File: config.mk
export PLATFORM = sky130hd
export DESIGN_NAME = psu_predict
export DESIGN_NICKNAME = d
export VERILOG_FILES = /design/src/hdl/psu_pkg.sv /design/src/hdl/psu_predict.sv
export SDC_FILE = /design/constraint.sdc
export NUM_CORES = 1
export LEC_CHECK = 0
export ABC_AREA = 0
export BUFFER_PORTS_ARGS = -buffer_cell sky130_fd_sc_hd__buf_2
export CAP_MARGIN = 0
export CORE_MARGIN = 3
export CORE_UTILIZATION = 50
export DETAILED_ROUTE_END_ITERATION = 8
export PLACE_DENSITY = 0.66
export SYNTH_ARGS = -nofsm -noshare
export SYNTH_HDL_FRONTEND = slang
export SYNTH_SLANG_ARGS = --single-unit
File: constraint.sdc
create_clock -name vclk -period 6.15
set_clock_uncertainty 0.2 [all_clocks]
set_input_delay 0 -clock vclk [all_inputs]
set_output_delay 0 -clock vclk [all_outputs]
set_load 0.02 [all_outputs]
File: src/hdl/psu_pkg.sv
package psu_pkg;

  localparam int unsigned CfgIdxW  = 4;
  localparam int unsigned CfgDataW = 14;

  localparam logic [CfgIdxW-1:0] RegRowBytes      = CfgIdxW'(0);
  localparam logic [CfgIdxW-1:0] RegBytesPerPixel = CfgIdxW'(1);

  typedef enum logic [2:0] {
    FILT_NONE  = 3'd0,
    FILT_SUB   = 3'd1,
    FILT_UP    = 3'd2,
    FILT_AVG   = 3'd3,
    FILT_PAETH = 3'd4
  } psu_filter_e;

  localparam logic [7:0] MaxFilterCode = 8'd4;

  typedef struct packed {
    logic [7:0] data_byte;
    logic       start_of_image;
  } psu_in_t;

  typedef struct packed {
    logic [7:0] pixel_byte;
    logic       end_of_row;
    logic       bad_filter;
  } psu_out_t;

  typedef struct packed {
    logic [CfgIdxW-1:0]  index;
    logic [CfgDataW-1:0] data;
  } psu_cfg_t;

  typedef struct packed {
    psu_filter_e filter;
    logic [7:0]  left;
    logic [7:0]  up;
    logic [7:0]  upleft;
  } psu_pred_req_t;

endpackage

File: src/hdl/psu_predict.sv
module psu_predict (
  input  psu_pkg::psu_pred_req_t req_i,
  output logic [7:0]             pred_o
);

  logic [8:0]        avg_sum;
  logic signed [9:0] pa_s, pb_s, pc_s;
  logic [9:0]        pa, pb, pc;
  logic [7:0]        paeth;

  always_comb begin
    avg_sum = {1'b0, req_i.left} + {1'b0, req_i.up};
    // p - a = b - c, p - b = a - c, p - c = a + b - 2c
    pa_s = $signed({2'b00, req_i.up}) - $signed({2'b00, req_i.upleft});
    pb_s = $signed({2'b00, req_i.left}) - $signed({2'b00, req_i.upleft});
    pc_s = $signed({2'b00, req_i.left}) + $signed({2'b00, req_i.up})
         - $signed({1'b0, req_i.upleft, 1'b0});
    pa = pa_s[9] ? 10'(-pa_s) : 10'(pa_s);
    pb = pb_s[9] ? 10'(-pb_s) : 10'(pb_s);
    pc = pc_s[9] ? 10'(-pc_s) : 10'(pc_s);
    priority if (pa <= pb && pa <= pc) begin
      paeth = req_i.left;
    end else if (pb <= pc) begin
      paeth = req_i.up;
    end else begin
      paeth = req_i.upleft;
    end
    unique case (req_i.filter)
      psu_pkg::FILT_NONE:  pred_o = 8'd0;
      psu_pkg::FILT_SUB:   pred_o = req_i.left;
      psu_pkg::FILT_UP:    pred_o = req_i.up;
      psu_pkg::FILT_AVG:   pred_o = avg_sum[8:1];
      psu_pkg::FILT_PAETH: pred_o = paeth;
      default:             pred_o = 8'd0;
    endcase
  end

endmodule

==> run metrics, run 1 <==
status=finished, final reports clean; total wire length=8.18 mm; worst hold margin=0.205 ns; share of cells above drive strength 1=13.9%; Gate power share=100.0%; Power Density=222 mW/mm^2; gpl congestion=0.924; clkbuf count=0; Synth Area in Simple Gates=17.2%; detailed placer's ending HPWL=7.30 mm; complex-gate fraction of the synthesized area=27.7%; Routed Antenna Nets=0; switching share of total power=57.6%; Tmin final=5.08 ns; vias in the first global route=2,959; syn_area_per_cell=7.60 um^2; Synth Cell Area=0.00321 mm^2; sw power=0.441 mW; most common cell after layout, fill and taps aside=ha_1; Core Area=0.00606 mm^2; NumNets Final=555; actual slew at the worst max-slew pin=0.752 ns; IR drop worst, VDD=0.169 mV; Worst Hold Class=in2out; post-cts sizing count=0; post-synthesis sequential area ratio=0%; row count=28; clock group share of total power=0%; Fmax=197 MHz; most frequent cells in the layout=ha_1, inv_1, buf_2; Gate Count Post-Synth=423; Static Leak=1.77 nW; Post-CTS Setup Inserts=0; die area=0.00743 mm^2; Tcrit/Tclk final=82.6%; antenna cells=0; Placed Cells=529; initial antenna violation count=0; synth unique cells=68; drt first pass iters=4; Synth Area in Adders=30.7%; mux share of post-synthesis cell area=3.15%; Yosys warning count=0; Port Buffers=35; Initial Util=53.0%; layout overhead on the synthesized area=7.43%; vias per inst=5.72; RSZ-0062 raised after global routing=false; critical-path cell list=buf_2 > inv_1 > fa_1 > inv_1 > ha_1 > nor2b_1 > o31ai_1 > xor2_1 > nand4_1 > or2_2 > or4_1 > ha_1 > nand3_1 > nor3_1 > a221o_1 > a221oi_4 > nand2b_4 > o211ai_2 > buf_2; CP max stage cell=or4_1; final setup violation count=0; Seq cells=0; setup tns final=0 ns; detailed-route via count=3,027; Final Hold Fails=0; gr ovfl total=0; CP max FO=9; crit end category=output pin; Internal=0.325 mW; largest net degree at the start of global routing=18; final std cells w/o fill=529; Seq. cell area=0 um^2; WP data required=5.95 ns; GR Util All Layers=23.0%; Synth Area in XOR/XNOR=12.8%; largest family of logic cells by synthesized area=adder cells; # DRC=0; CP Launch Type=input pin; Routed WL per cell=15.5 um; Setup CP Type=in2out; Die Y=86.2 um; max-cap viol count=0; hold path cells=4; num ports=35; worst endpoint data arrival time=4.88 ns; max incr delay on CP=0.51 ns; Filler Cells Inserted=601; Slew HR=49.6%; max-slew violations=0; Die W=86.2 um; first-pass GRT wire length=14.2 mm; Reg power frac=0%; hold-fix buffer count after cts=0; DR iter-0 viols=91
-- critical path, delay by kind of cell --
kind	cells	cell delay (ns)
AO/OA/AOI/OAI	4	1.15
adder cells (fa/ha/maj)	3	1.18
buffers and inverters	4	0.41
AND/OR/NAND/NOR	7	1.64
XOR/XNOR	1	0.48
-- power by group through the flow --
stage                     sequential (mW)  combinational (mW)  clock [mW]
final                                   0               0.766           0
after global routing                    0               0.865           0
after CTS                               0               0.766           0
after detailed placement                0               0.761           0
after global placement                  0               0.742           0
after floorplan                         0               0.597           0
-- synthesized netlist by cell type, types with 4 or more instances --
| master | n | area share (%) |
|---|---|---|
| nand2_1 | 21 | 2.5 |
| nor3_1 | 7 | 1.1 |
| fa_1 | 10 | 6.2 |
| nor2b_1 | 5 | 0.97 |
| a31oi_1 | 7 | 1.4 |
| nand3_1 | 12 | 1.9 |
| o211ai_2 | 4 | 1.6 |
| mux2i_1 | 9 | 2.8 |
| o21ai_0 | 23 | 3.6 |
| a21oi_1 | 29 | 4.5 |
| xnor2_1 | 25 | 6.8 |
| inv_1 | 59 | 6.9 |
| or3_1 | 5 | 0.97 |
| nand4_1 | 7 | 1.4 |
| xor2_1 | 15 | 4.1 |
| o21a_1 | 6 | 1.4 |
| a22oi_1 | 5 | 1.2 |
| ha_1 | 62 | 24 |
| a21o_1 | 14 | 3.3 |
| nor2_1 | 24 | 2.8 |
| o21bai_1 | 4 | 0.93 |
| o21ai_2 | 4 | 1.1 |
| clkbuf_1 | 4 | 0.47 |
-- cell type report --
type	instances	area (um^2)	area share, %
Timing Repair Buffer	36	183	5.29
Inverter	59	221	6.41
Tap cell	75	93.8	2.72
Multi-Input combinational cell	359	2960	85.6
-- kinds of logic (layout without fill, tap and decap cells) --
group	count (synthesis)	count (layout)
AO/OA/AOI/OAI	124	124
AND/OR/NAND/NOR	105	105
adder cells (fa/ha/maj)	73	73
buffers and inverters	66	95
XOR/XNOR	43	43
multiplexers	10	10
other	2	4
-- through the flow --
stage                     area, um^2  utilization, %  setup WS, ns  power (mW)
after global placement          3450            57.0          1.24       0.742
after detailed placement        3450            57.0          1.08       0.761
final                           3450            57.0          1.07       0.766
after CTS                       3450            57.0          1.07       0.766
after global routing            3450            57.0         0.743       0.865
after floorplan                 3220               -          1.75       0.597
-- worst paths after layout --
kind                  start   endpoint  slack (ns)
hold / removal    req_i[16]  pred_o[0]        0.21
setup / recovery  req_i[10]  pred_o[5]        1.07
-- layer usage --
metal | global-route usage, % | share of wire [%]
met5 | 0 | 0
met4 | 2.27 | 1.2
met2 | 41.1 | 48
met1 | 31.8 | 49
met3 | 0.570 | 2.1
(Power assumes the default switching activity.)
==> run 2, diff against run 1 <==
PLACE_DENSITY = 0.68   (was 0.66)
clock period = 4.4 ns   (was 6.15 ns; I/O delays follow)
==> run metrics, run 2 (synthesis results as in run 1) <==
clkbuf count=0 (unchanged); crit end category=output pin (unchanged); largest net degree at the start of global routing=18 (unchanged); gpl congestion=1.00 (was 0.924); WP data required=4.20 ns (was 5.95 ns); Port Buffers=35 (unchanged); actual slew at the worst max-slew pin=0.760 ns (was 0.752 ns); hold-fix buffer count after cts=0 (unchanged); layout overhead on the synthesized area=31.2% (was 7.43%); share of cells above drive strength 1=31.0% (was 13.9%); row count=28 (unchanged); Setup CP Type=in2out (unchanged); initial antenna violation count=0 (unchanged); status=finished, final reports clean (unchanged); Die W=86.2 um (unchanged); max-slew violations=0 (unchanged); # DRC=0 (unchanged); die area=0.00743 mm^2 (unchanged); detailed placer's ending HPWL=7.47 mm (was 7.30 mm); GR Util All Layers=23.5% (was 23.0%); max-cap viol count=0 (unchanged); Setup WS pre-CTS=-0.152 ns (was 1.08 ns); Final Core Density=69.6% (was 57.0%); Routed Antenna Nets=0 (unchanged); most frequent cells in the layout=inv_1, ha_1, buf_4 (was ha_1, inv_1, buf_2); Core Area=0.00606 mm^2 (unchanged); Seq. cell area=0 um^2 (unchanged); Initial Util=53.0% (unchanged); Area after DPL=0.00377 mm^2 (was 0.00345 mm^2); drt first pass iters=5 (was 4); final setup margin=0.0608 ns (was 1.07 ns); CP Launch Type=input pin (unchanged); Final Cell Area=0.00422 mm^2 (was 0.00345 mm^2); worst endpoint data arrival time=4.14 ns (was 4.88 ns); detailed-route via count=3,318 (was 3,027); Tmin final=4.34 ns; total wire length=9.11 mm (was 8.18 mm); vias in the first global route=3,115 (was 2,959); RSZ-0062 raised after global routing=true (was false); num ports=35 (unchanged); first-pass GRT wire length=14.6 mm (was 14.2 mm); Slew HR=49.1% (was 49.6%); final setup violation count=0 (unchanged); gr ovfl total=0 (unchanged); antenna cells=0 (unchanged); Filler Cells Inserted=489 (was 601); CP max FO=8 (was 9); Seq cells=0 (unchanged); IR drop worst, VDD=0.288 mV (was 0.169 mV); Fmax=230 MHz; vias per inst=5.74 (was 5.72); Final Hold Fails=0 (unchanged); Die Y=86.2 um (unchanged); Routed WL per cell=15.8 um (was 15.5 um); Worst Hold Class=in2out (unchanged); Static Leak=2.07 nW (was 1.77 nW); DR iter-0 viols=199 (was 91); Tcrit/Tclk final=98.6%; NumNets Final=604 (was 555); Power Density=333 mW/mm^2 (was 222 mW/mm^2)
-- run 2: routing by layer --
layer / part of all wire [%] / track usage (%) / up-vias
met5: 0 / 0 / -
met4: 0.37 / 1.13 / 0
li1: - / - / 1664
met2: 51 / 43.7 / 83
met1: 45 / 32.1 / 1567
met3: 3.9 / 0.285 / 4
-- run 2: final timing paths --
path                   from   endpoint  slack [ns]  depth (start not counted)
setup / recovery   req_i[1]  pred_o[7]        0.06                         19
hold / removal    req_i[16]  pred_o[0]        0.19                          4
-- run 2: metrics by stage --
stage / hold slack [ns] / TNS (ns) / std cells / power, mW
floorplan: -0.0280 / 0 / 425 / 0.835
global placement: 0.195 / -0.510 / 571 / 1.14
detailed placement: 0.196 / -1.11 / 571 / 1.16
CTS: 0.198 / 0 / 571 / 1.20
global route: 0.219 / -0.938 / 578 / 1.55
finish: 0.185 / 0 / 578 / 1.41
-- run 2: area by class of cell --
type / count / area [um^2] / share of cell area (%)
Inverter: 59 / 224 / 5.31
Multi-Input combinational cell: 359 / 3260 / 77.3
Tap cell: 75 / 93.8 / 2.22
Timing Repair Buffer: 85 / 641 / 15.2
-- run 2: where the power goes --
group | switching [mW] | internal, mW | total, mW
Clock | 0 | 0 | 0
Sequential | 0 | 0 | 0
Combinational | 0.742 | 0.664 | 1.41
-- run 2: critical path, stage by stage --
cell and delay (ns):
buf_6 0.10, fa_1 0.54, inv_2 0.05, ha_4 0.24
nor2b_4 0.13, o311a_1 0.32, o31a_1 0.29, o21a_1 0.19
nor2_2 0.17, xnor2_2 0.11, or4_4 0.46, ha_4 0.25
nand3_4 0.10, nor3_2 0.05, a221o_1 0.33, a221oi_4 0.27
nand2b_4 0.28, o211ai_2 0.12, buf_6 0.14
-- run 2: repair_timing --
| action | 4_1_cts | 5_1_grt |
|---|---|---|
| endpoints found under the setup margin | 8 | 8 |
| pin swaps | 4 | 24 |
| buffers inserted | 0 | 7 |
| resized for setup | 15 | 71 |
==> run 3, diff against run 2 <==
BUFFER_PORTS_ARGS = default   (was -buffer_cell sky130_fd_sc_hd__buf_2)
DONT_BUFFER_PORTS = 1   (was default)
PLACE_DENSITY = 0.64   (was 0.68)
RECOVER_POWER = 25   (was default)
==> run metrics, run 3 (synthesis results as in run 1) <==
DR iter-0 viols=100 (was 199); die area=0.00743 mm^2 (unchanged); detailed-route via count=3,113 (was 3,318); layout overhead on the synthesized area=16.6% (was 31.2%); num ports=35 (unchanged); share of cells above drive strength 1=18.2% (was 31.0%); Core Area=0.00606 mm^2 (unchanged); Routed WL per cell=16.6 um (was 15.8 um); CP max stage cell=fa_1 (unchanged); total wire length=8.65 mm (was 9.11 mm); Routed Antenna Nets=0 (unchanged); Power Total=1.24 mW (was 1.41 mW); Power Density=330 mW/mm^2 (was 333 mW/mm^2); max-slew violations=0 (unchanged); Final Core Density=61.8% (was 69.6%); IR drop worst, VDD=0.246 mV (was 0.288 mV); final setup violation count=0 (unchanged); first-pass GRT wire length=14.3 mm (was 14.6 mm); Die W=86.2 um (unchanged); vias per inst=5.99 (was 5.74); worst endpoint data arrival time=4.10 ns (was 4.14 ns); Filler Cells Inserted=573 (was 489); clkbuf count=0 (unchanged); status=finished, final reports clean (unchanged); actual slew at the worst max-slew pin=0.667 ns (was 0.760 ns); Seq cells=0 (unchanged); Setup CP Type=in2out (unchanged); drt first pass iters=4 (was 5); initial antenna violation count=0 (unchanged); Tmin final=4.30 ns (was 4.34 ns); Final Hold Fails=0 (unchanged); most common cell after layout, fill and taps aside=ha_1; Fmax=232 MHz (was 230 MHz); Setup WS pre-CTS=0.0776 ns (was -0.152 ns); Static Leak=1.80 nW (was 2.07 nW); detailed placer's ending HPWL=7.17 mm (was 7.47 mm); most frequent cells in the layout=ha_1, inv_1, a21oi_1 (was inv_1, ha_1, buf_4); Die Y=86.2 um (unchanged); Slew HR=55.3% (was 49.1%); CP max FO=8 (unchanged); Worst Path Buf+Inv=2 (was 3); gr ovfl total=0 (unchanged); gpl congestion=0.933 (was 1.00); NumNets Final=546 (was 604); row count=28 (unchanged); Seq. cell area=0 um^2 (unchanged); crit end category=output pin (unchanged); final setup margin=0.0980 ns (was 0.0608 ns); Worst Hold Class=in2out (unchanged); Tcrit/Tclk final=97.8% (was 98.6%); GR Util All Layers=23.1% (was 23.5%); vias in the first global route=2,971 (was 3,115); max-cap viol count=0 (unchanged); WP data required=4.20 ns (about the same); max incr delay on CP=0.53 ns (was 0.54 ns); # DRC=0 (unchanged); critical-path cell list=inv_1 > fa_1 > inv_1 > ha_1 > or3_4 > o22ai_4 > o21ai_2 > xor2_2 > nor2_1 > a41oi_2 > xnor2_2 > ha_1 > a21o_1 > a221o_1 > a221oi_4 > nand2b_4 > o211ai_4 (was buf_6 > fa_1 > inv_2 > ha_4 > nor2b_4 > o311a_1 > o31a_1 > o21a_1 > nor2_2 > xnor2_2 > or4_4 > ha_4 > nand3_4 > nor3_2 > a221o_1 > a221oi_4 > nand2b_4 > o211ai_2 > buf_6); Initial Util=53.0% (unchanged); CP Launch Type=input pin (unchanged); Port Buffers=0 (was 35); largest net degree at the start of global routing=18 (unchanged); antenna cells=0 (unchanged); crit-path leading delay family=compound AO/OA/AOI/OAI gates (unchanged)
## run 3: changes by cell type in the layout (fill, tap and decap cells not counted), moves of 4 or more
| cell | before | now |
|---|---|---|
| buf_4 | 46 | 22 |
| buf_6 | 16 | 2 |
| buf_2 | 23 | 0 |
| o211ai_2 | 4 | 0 |
| o211ai_4 | 0 | 4 |
| ha_1 | 54 | 58 |
| mux2i_2 | 0 | 4 |
| o21ai_4 | 0 | 4 |
## run 3: cell type report
| cell class | instances | area [um^2] | share of cell area (%) |
|---|---|---|---|
| multi-input cells | 359 | 3220 | 85.8 |
| inverters | 59 | 221 | 5.91 |
| repair buffers | 27 | 218 | 5.81 |
| well taps | 75 | 93.8 | 2.50 |
## run 3: path summary, 6_finish.rpt
check	start	slack, ns	end	cells after the start
worst min-delay path	req_i[16]	0.001	pred_o[0]	2
worst max-delay path	req_i[12]	0.1	pred_o[4]	17
## run 3: per-stage QoR
step | TNS, ns | std cells | cell area (um^2) | hold WS (ns)
CTS | 0 | 511 | 3410 | 0.000361
floorplan | 0 | 425 | 3220 | -0.0280
global route | -0.426 | 520 | 3750 | 0.0124
finish | 0 | 520 | 3750 | 0.000977
global placement | 0 | 508 | 3380 | -0.0104
detailed placement | 0 | 508 | 3380 | -0.00968
## run 3: power breakdown
group / switching [mW] / internal, mW / total [mW] / leakage (nW)
Sequential: 0 / 0 / 0 / 0
Clock: 0 / 0 / 0 / 0
Combinational: 0.668 / 0.568 / 1.24 / 1.80
## run 3: layer usage
metal / up-vias / global-route usage [%] / share of wire (%)
met5: - / 0 / 0
met4: 0 / 2.83 / 2.2
met3: 16 / 1.52 / 4.4
met2: 92 / 40.7 / 47
met1: 1455 / 31.9 / 46
li1: 1550 / - / -
## run 3: repair_timing
action / CTS / global route
endpoints found under the setup margin: 0 / 8
gates resized for setup: 0 / 47
hold buffers: 3 / 0
setup buffers: 0 / 9
endpoints found under the hold margin: 3 / 0
